## config.mk

```make
export PLATFORM = sky130hd
export DESIGN_NAME = mse_merge
export DESIGN_NICKNAME = d
export VERILOG_FILES = /design/src/sv/mse_pkg.sv /design/src/sv/mse_merge.sv
export SDC_FILE = /design/constraint.sdc
export NUM_CORES = 1
export LEC_CHECK = 0
export BUFFER_PORTS_ARGS = -buffer_cell sky130_fd_sc_hd__buf_2
export CAP_MARGIN = 25
export CORE_MARGIN = 2
export CORE_UTILIZATION = 25
export DETAILED_ROUTE_END_ITERATION = 12
export GPL_ROUTABILITY_DRIVEN = 0
export SETUP_SLACK_MARGIN = 0.2
export SYNTH_ARGS = -nofsm -noshare
export SYNTH_HDL_FRONTEND = slang
export SYNTH_SLANG_ARGS = --single-unit
export TNS_END_PERCENT = 10
```

## constraint.sdc

```tcl
create_clock -name clk -period 5.5 [get_ports clk]
set_clock_uncertainty 0.1 [all_clocks]
set_input_delay 0.275 -clock clk [delete_from_list [all_inputs] [get_ports clk]]
set_output_delay 0.275 -clock clk [all_outputs]
set_load 0.1 [all_outputs]
```

## src/sv/mse_pkg.sv

```systemverilog
`timescale 1ns / 1ps
// shared constants and types of the merge sort engine
package mse_pkg;

	localparam int DATA_W       = 32;
	localparam int CAPACITY_DEF = 64;

	typedef struct packed {
		logic done;
		logic src;
	} mse_stat_t;

endpackage

```

## src/sv/mse_merge.sv

```systemverilog
`timescale 1ns / 1ps
// bottom-up merge pass sequencer with compare and select datapath
module mse_merge #(
	parameter int CAPACITY = mse_pkg::CAPACITY_DEF
) (
	input  logic                                  clk,
	input  logic                                  arst_n,
	input  logic                                  start,
	input  logic [$clog2(CAPACITY+1)-1:0]         n_in,
	input  logic signed [mse_pkg::DATA_W-1:0]     ra,
	input  logic signed [mse_pkg::DATA_W-1:0]     rb,
	output logic [$clog2(CAPACITY)-1:0]           rd_a_addr,
	output logic [$clog2(CAPACITY)-1:0]           rd_b_addr,
	output logic                                  wr_en,
	output logic [$clog2(CAPACITY)-1:0]           wr_addr,
	output logic signed [mse_pkg::DATA_W-1:0]     wr_data,
	output mse_pkg::mse_stat_t                    stat
);
	import mse_pkg::*;

	localparam int IDX_W = $clog2(CAPACITY);
	localparam int CNT_W = $clog2(CAPACITY + 1);
	localparam int PW    = CNT_W + 2;

	localparam logic [1:0] M_IDLE  = 2'd0;
	localparam logic [1:0] M_SETUP = 2'd1;
	localparam logic [1:0] M_RUN   = 2'd2;

	logic [1:0]       state_q;
	logic [CNT_W-1:0] n_q, mid_q, hi_q, a_q, b_q, k_q;
	logic [PW-1:0]    w_q, lo_q;
	logic             src_q, done_q;

	logic [PW-1:0]    n_ext, lo_w, lo_2w, w2;
	logic [CNT_W-1:0] mid_c, hi_c, a_n, b_n, k_n;
	logic             a_live, b_live, take_a, pair_end, pass_end, last_pass;

	always_comb begin
		n_ext     = PW'(n_q);
		lo_w      = lo_q + w_q;
		w2        = w_q << 1;
		lo_2w     = lo_q + w2;
		mid_c     = (lo_w >= n_ext) ? n_q : lo_w[CNT_W-1:0];
		hi_c      = (lo_2w >= n_ext) ? n_q : lo_2w[CNT_W-1:0];
		a_live    = a_q != mid_q;
		b_live    = b_q != hi_q;
		take_a    = a_live && (!b_live || (ra < rb));
		a_n       = a_q + CNT_W'(take_a);
		b_n       = b_q + CNT_W'(!take_a);
		k_n       = k_q + CNT_W'(1);
		pair_end  = k_n == hi_q;
		pass_end  = lo_2w >= n_ext;
		last_pass = w2 >= n_ext;
	end

	always_comb begin
		unique case (state_q)
			M_SETUP: begin
				rd_a_addr = lo_q[IDX_W-1:0];
				rd_b_addr = mid_c[IDX_W-1:0];
			end
			M_RUN: begin
				rd_a_addr = a_n[IDX_W-1:0];
				rd_b_addr = b_n[IDX_W-1:0];
			end
			default: begin
				rd_a_addr = '0;
				rd_b_addr = '0;
			end
		endcase
	end

	assign wr_en      = state_q == M_RUN;
	assign wr_addr    = k_q[IDX_W-1:0];
	assign wr_data    = take_a ? ra : rb;
	assign stat.done  = done_q;
	assign stat.src   = src_q;

	always_ff @(posedge clk or negedge arst_n) begin
		if (!arst_n) begin
			state_q <= M_IDLE;
			done_q  <= 1'b0;
			src_q   <= 1'b0;
			n_q     <= '0;
			w_q     <= '0;
			lo_q    <= '0;
			mid_q   <= '0;
			hi_q    <= '0;
			a_q     <= '0;
			b_q     <= '0;
			k_q     <= '0;
		end else begin
			done_q <= 1'b0;
			unique case (state_q)
				M_IDLE: begin
					if (start) begin
						n_q   <= n_in;
						w_q   <= PW'(1);
						lo_q  <= '0;
						src_q <= 1'b0;
						if (n_in <= CNT_W'(1)) begin
							done_q <= 1'b1;
						end else begin
							state_q <= M_SETUP;
						end
					end
				end
				M_SETUP: begin
					mid_q   <= mid_c;
					hi_q    <= hi_c;
					a_q     <= lo_q[CNT_W-1:0];
					b_q     <= mid_c;
					k_q     <= lo_q[CNT_W-1:0];
					state_q <= M_RUN;
				end
				M_RUN: begin
					a_q <= a_n;
					b_q <= b_n;
					k_q <= k_n;
					if (pair_end) begin
						if (pass_end) begin
							src_q <= ~src_q;
							lo_q  <= '0;
							w_q   <= w2;
							if (last_pass) begin
								done_q  <= 1'b1;
								state_q <= M_IDLE;
							end else begin
								state_q <= M_SETUP;
							end
						end else begin
							lo_q    <= lo_2w;
							state_q <= M_SETUP;
						end
					end
				end
				default: begin
					state_q <= M_IDLE;
				end
			endcase
		end
	end

endmodule

```

# --- Word-level counts from Yosys, hierarchy flattened ---
# Index checks and enable logic that the tools add are counted.
word_totals:
  output_inout_bits: 53
  input_bits: 74
  ff_bits: 64
  wordCells: 74
classes:
  n_mux: 32
  n_bitwise: 1
  add_sub_neg: 5
  n_lt_le_gt_ge: 5
  n_reduce_logical: 11
  n_eq_ne: 9
ops:
  columns: ["cell", "n"]
  rows:
  - ["two-way mux 9 bit", 6]
  - ["case mux 7 bit (2 select lines)", 3]
  - ["case mux 9 bit (2 select lines)", 2]
  - ["less-than comparator 32 bit", 1]
  - ["two-way mux 32 bit", 1]
  - [">= comparator 9 x 7 -> 1 bit", 3]
  - ["case mux 6 bit (2 select lines)", 2]
  - ["adder 9 bit", 2]
  - ["adder 7 x 1 -> 7 bit", 2]
  - ["two-way mux 7 bit", 2]
  - ["!= test 7 bit", 2]
  - ["two-way mux 1 bit", 9]
  - ["two-way mux 2 bit", 4]
  - ["adder 7 x 1 -> 7 bit (second input constant)", 1]
  - ["== test 7 bit", 1]
  - ["<= comparator 7 x 1 -> 1 bit (second input constant)", 1]
  - ["case mux 2 bit (3 select lines)", 1]
  - ["AND reduction 3 bit", 2]
  - ["!= test 2 x 1 -> 1 bit (second input constant)", 2]
  - ["!= test 2 bit (second input constant)", 2]
  - ["case mux 1 bit (2 select lines)", 2]
  - ["AND reduction 4 bit", 1]
  - ["nonzero test 2 bit", 2]
  - ["== test 2 x 1 -> 1 bit (second input constant)", 1]
  - ["other kinds (7)", 8]

# --- Depth between registers and ports, before layout ---
logic_depth:
  depth_word: 7
  mapped_depth: 17
  depth_no_buf: 16

# --- Worst setup path after synthesis ---
# Ideal clock, no wire load.
synth_path:
  path_kind: "input -> output"
  start: "input rb[11] (netlist bit)"
  end: "output rd_a_addr[4]"
  arrival_time_ns: 4.828
  required_time_ns: 5.125
  path_stages: 14
  setup_slack_ns: 0.297
  n_path_buf: 1
  cell_sequence: "inv_1 -> ha_1 -> nand4_1 -> or4_1 -> a31oi_1 -> mux2i_1 -> or2_2 -> inv_2 -> buf_4 -> ha_1 -> ha_1 -> and3_1 -> xnor2_1 -> o21ai_0"
synth_via:
  elab_chain_len: 5
synth_lines:
  columns: ["item", "line", "rtl"]
  rows:
  - ["start: declaration", "mse_merge.sv:11", "input logic signed [mse_pkg::DATA_W-1:0] rb,"]
  - ["less-than comparator 32 bit", "mse_merge.sv:47", "take_a = a_live && (!b_live || (ra < rb));"]
  - ["logical OR 1 bit", "mse_merge.sv:47", null]
  - ["logical AND 1 bit", "mse_merge.sv:47", null]
  - ["adder 7 x 1 -> 7 bit", "mse_merge.sv:48", "a_n = a_q + CNT_W'(take_a);"]
  - ["case mux 6 bit (2 select lines)", "mse_merge.sv:57", "unique case (state_q)"]
  - ["end: declaration", "mse_merge.sv:12", "output logic [$clog2(CAPACITY)-1:0] rd_a_addr,"]
# Every way passes these cells.

# --- Worst setup path in the final report ---
layout_path:
  start: "register w_q[1]"
  end: "output rd_b_addr[4]"
layout_via:
  elab_chain_len: 4
layout_lines:
  columns: ["item", "line", "rtl"]
  rows:
  - ["start: declaration", "mse_merge.sv:31", "logic [PW-1:0] w_q, lo_q;"]
  - ["start signal: assignment", "mse_merge.sv:124", "w_q <= w2;"]
  - ["adder 9 bit *", "mse_merge.sv:40", "lo_w = lo_q + w_q;"]
  - [">= comparator 9 x 7 -> 1 bit", "mse_merge.sv:43", "mid_c = (lo_w >= n_ext) ? n_q : lo_w[CNT_W-1:0];"]
  - ["two-way mux 7 bit *", "mse_merge.sv:43", null]
  - ["case mux 6 bit (2 select lines) *", "mse_merge.sv:57", null]
  - ["end: declaration", "mse_merge.sv:13", "output logic [$clog2(CAPACITY)-1:0] rd_b_addr,"]
# Every way passes the cells marked *; elsewhere a longest branch is shown, timed or not.

==> run summary <==
After detailed routing, the average wire length per cell comes to 15.53 µm. The starting utilization of the core area came out at 25.55%. The count of pins over their slew limit is 0. The horizontal die dimension is 156.4 µm.

The flop and latch count out of synthesis is 63. The run finished with clean final reports. The finished cells cover 0.006985 mm². The net count of the finished layout is 916. The synthesized netlist occupies a cell area of 0.005803 mm². The total wirelength of the detailed-routed design is 16.41 mm.

The antenna diode count came out at 0. For this block, wires on met1 add up to 7.492 mm. The final hold violation count came out at 0.

The signal on the critical path passes through inv_1, fa_1, nor2b_1, o21a_1, nor2_1, xnor2_1, ha_1, a21o_1, a31oi_1, o21ai_0, nor4b_2, buf_4, mux2i_1, o22ai_1, buf_2. The final cell count without fillers came out at 1057. The initial antenna violation count came out at 0. The worst setup path is captured at a primary output. By startpoint and endpoint, the worst setup path is classified as reg2out. The signed area change from the synthesized netlist to the final layout is 20.38%. The count of flip-flops with a built-in enable after synthesis is 0.

The clock share of power is between 10% and 20%. Setup total negative slack on the finished layout was measured at 0 ns. The starting DRC count in detailed routing came out at 353. Summed over all cells, the static leakage comes to 3.394 nW.

The number of vias per cell came out at roughly 4.9. For this run, the total global-route usage over all layers was measured as 13.71%. The post-route DRC violation count is 0. The share of synthesized cell area in full adder, half adder and majority cells is 16.43%. The CTS tree is done. The buffer levels on the longest clock path is 2. The post-detailed-route count of antenna-violating nets came out at 0. Leaving out fill and tap cells, the most frequent cell in the layout is buf_2. The largest stage delay on the critical path is about 0.48 ns. The deepest level of the CTS H-tree came out at 3. For this design, the slowest cell found on the critical path is fa_1. The number of global-route vias before repair is 5089. The total of endpoints with negative setup slack in the final report came out at 0.

Leaving out fill and tap cells, the most frequent cells in the layout are buf_2 (126), ha_1 (73), dfrtp_1 (63). After technology mapping, the gate count stands at roughly 660. The vias after detailed routing is 5185. The root buffer selected by CTS is clkbuf_16. Net switching is 53.94% of the power.

Before antenna repair, the detailed router went through 5 iterations. From bottom edge to top edge, the die measures ~160 µm. The number of buffers created by CTS came out at 9. Buffers added to address setup during post-CTS repair amount to 0. The number of distinct library cells after synthesis came out at 61. The actual transition at the worst max-transition pin is ~0.85 ns. Buffers inserted to repair hold after CTS numbered 0. The global-route wire length before repair came out at between 20 and 30 mm. The synthesized design devotes to its leading area cell type 27.17% of total area. VDD sags by at most 0.2046 mV. Setup repair after global routing left no endpoint under its margin. In this run the worst hold path is classified as in2async. After synthesis, the cell types taking the most area are dfrtp_1 (27%), ha_1 (16%), mux2_2 (8.2%). In the final layout, the share of cells above drive strength 1 is 26.30%. The quantity of gates resized following cts came out at 0. The number of primary I/O pins came out at 127. For this run, the share of the core covered by cells in the final layout is 30.76%. The critical path data required time came out at 5.12 ns.

The maximum net fanout on the critical path is 7. The clock input transition at the sequential cells of the worst setup and hold paths is roughly 0.05 ns. The routed design uses 7.724 mm of met2 wire. The synthesized netlist devotes 18.28% of its cell area to compound gates. After Yosys synthesis, XOR and XNOR cells account for 7.050% of the synthesized area.

Detailed placement ended at an HPWL of ~13 mm. Entering global routing, the biggest net connects 64 pins. Of all cell types, the one taking the most synthesized area is dfrtp_1. Including well taps, the total number of placed cells is 1041. The number of buffer cells added on primary ports came out at 126. The placed standard-cell area is ~0.0067 mm². By area, the combinational part of the netlist is dominated by compound AO/OA/AOI/OAI gates. The worst-skew pair later-pin latency is approximately 0.34 ns. At the worst endpoint, the arrival time is ~4 ns. In the synthesized netlist the async set-or-reset flop fraction comes to 100.0%. The detailed router used layers up to and including met4. The tree built by TritonCTS fans out to 63 sinks. The worst path needs 4.366 ns of the cycle, external delays included. The power dissipated by switching net loads is 2.149 mW. The total of warnings raised by yosys came out at 0.

On the critical path the largest part of the delay comes from buffers and inverters. The total buffers and inverters traversed by the critical path came out at 3. The per-instance average area after synthesis is 8.846 µm². The synthesized net count came out at 805. The share of synthesized area occupied by flip-flops and latches is 27.17%. The share of the clock period used by the worst path after layout came out at just under 80%.

Among all flip-flop cells after synthesis, the most frequent one is dfrtp_1. The number of max-cap violations is 0. The design draws 3.984 mW. The startpoint type of the worst setup path is a register.

The area inside the core boundary came out at 0.02271 mm². The count of standard-cell rows is 55. Of the total synthesized cell area, the portion taken by AND, OR, NAND and NOR gates is about 14%. The power density over the cells is between 500 and 600 mW/mm². The internal power consumption is 1.835 mW. The sequential group share of total power is between 20% and 30%. The multiplexer share of the synthesized area came out at 10.74%. The met3 wire length came out at 987 µm. The worst pin sits at a relative slew slack of approximately 43%. The total die area came out at between 0.02 and 0.025 mm². Static timing analysis puts the maximum clock frequency at 0.2290 GHz. The relative contribution of combinational cells to total power came out at 62.7%. The total overflow reported by the global router is 0.
==> flip-flops by register name, indices dropped and copies added, names as in the netlist <==
register and flops:
n_q 7, b_q 7, mid_q 7, w_q 9, src_q 1, a_q 7, done_q 1, k_q 7
lo_q 8, state_q 2, hi_q 7
==> cell usage after synthesis, types with 3 or more instances <==
master and n:
clkbuf_1 18, o221ai_1 7, a21oi_1 52, a21o_1 7, xnor2_1 31, o22ai_1 15, nand2b_1 5, o211ai_1 4
nor3_1 9, nor2_1 46, nand4_1 7, a22o_1 6, o2111ai_1 3, nand3_1 23, a31oi_1 4, inv_1 49
a211oi_1 4, or3_1 3, mux2_2 42, o21a_1 5, mux2i_1 15, buf_4 11, and3_1 6, ha_1 73
nor2b_1 7, xor2_1 13, dfrtp_1 63, o31ai_1 3, o21ai_0 36, nand2_1 49
==> metal layers <==
metal	vias to the layer above	track usage, %
li1	2579	-
met1	2439	17.43
met3	19	2.880
met4	0	3.320
met2	148	23.70
met5	-	0
==> final cells by class <==
cell class | instances | area (µm²)
fillers | 2423 | 15720
multi-input cells | 508 | 3864
flip-flops and latches | 63 | 1577
repair buffers | 133 | 683.2
well taps | 285 | 356.6
clock buffers | 13 | 270.3
inverters | 52 | 195.2
clock inverters | 3 | 40.04
==> logic make-up after synthesis <==
family	Yosys count
and+or+nand+nor	167
AOI/OAI and AO/OA	163
buffers and inverters	85
adders and majority gates	75
DFF	63
muxes	57
xor gates and xnor gates	45
other	1
==> power groups by stage <==
stage / sequential, mW / combinational (mW) / clock [mW]
floorplan: 0.795 / 2.06 / 0
global placement: 0.885 / 2.47 / 0
detailed placement: 0.886 / 2.50 / 0
CTS: 0.880 / 2.51 / 0.608
global route: 0.913 / 2.71 / 0.633
finish: 0.884 / 2.50 / 0.601
==> path summary, 6_finish.rpt <==
path | end | cells past startpoint | from | slack (ns)
hold reg to reg | src_q$_DFFE_PN0P_ | 1 | src_q$_DFFE_PN0P_ | 0.44
setup reg to reg | lo_q[5]$_DFFE_PN0P_ | 11 | lo_q[2]$_DFFE_PN0P_ | 1.47
min in group clk | n_q[0]$_DFFE_PN0P_ | 2 | n_in[0] | 0.08
hold / removal | w_q[6]$_DFFE_PN0P_ | 2 | arst_n | 0.04
max in group asynchronous | b_q[0]$_DFFE_PN0P_ | 2 | arst_n | 4.71
setup / recovery | rd_b_addr[4] | 15 | w_q[1]$_DFFE_PN0P_ | 1.13
==> worst register-to-register path, cell delays in order, from the launching register on <==
cell and delay (ns):
dfrtp_1 0.58, ha_1 0.32, a211oi_1 0.28, o21bai_1 0.12, a21oi_1 0.32, xnor2_1 0.23
ha_1 0.31, a21oi_1 0.16, o2111ai_1 0.20, or4_4 0.67, nor2_1 0.47, a22o_1 0.21
==> stage by stage <==
stage | worst slack [ns] | hold WS, ns
after global placement | 1.495 | 0.3994
after floorplan | 0.2972 | -0.1206
after CTS | 1.100 | 0.08104
after detailed placement | 1.468 | 0.4170
final | 1.134 | 0.03750
after global routing | 0.9308 | 0.08585
Power figures use the tool's default switching activity.
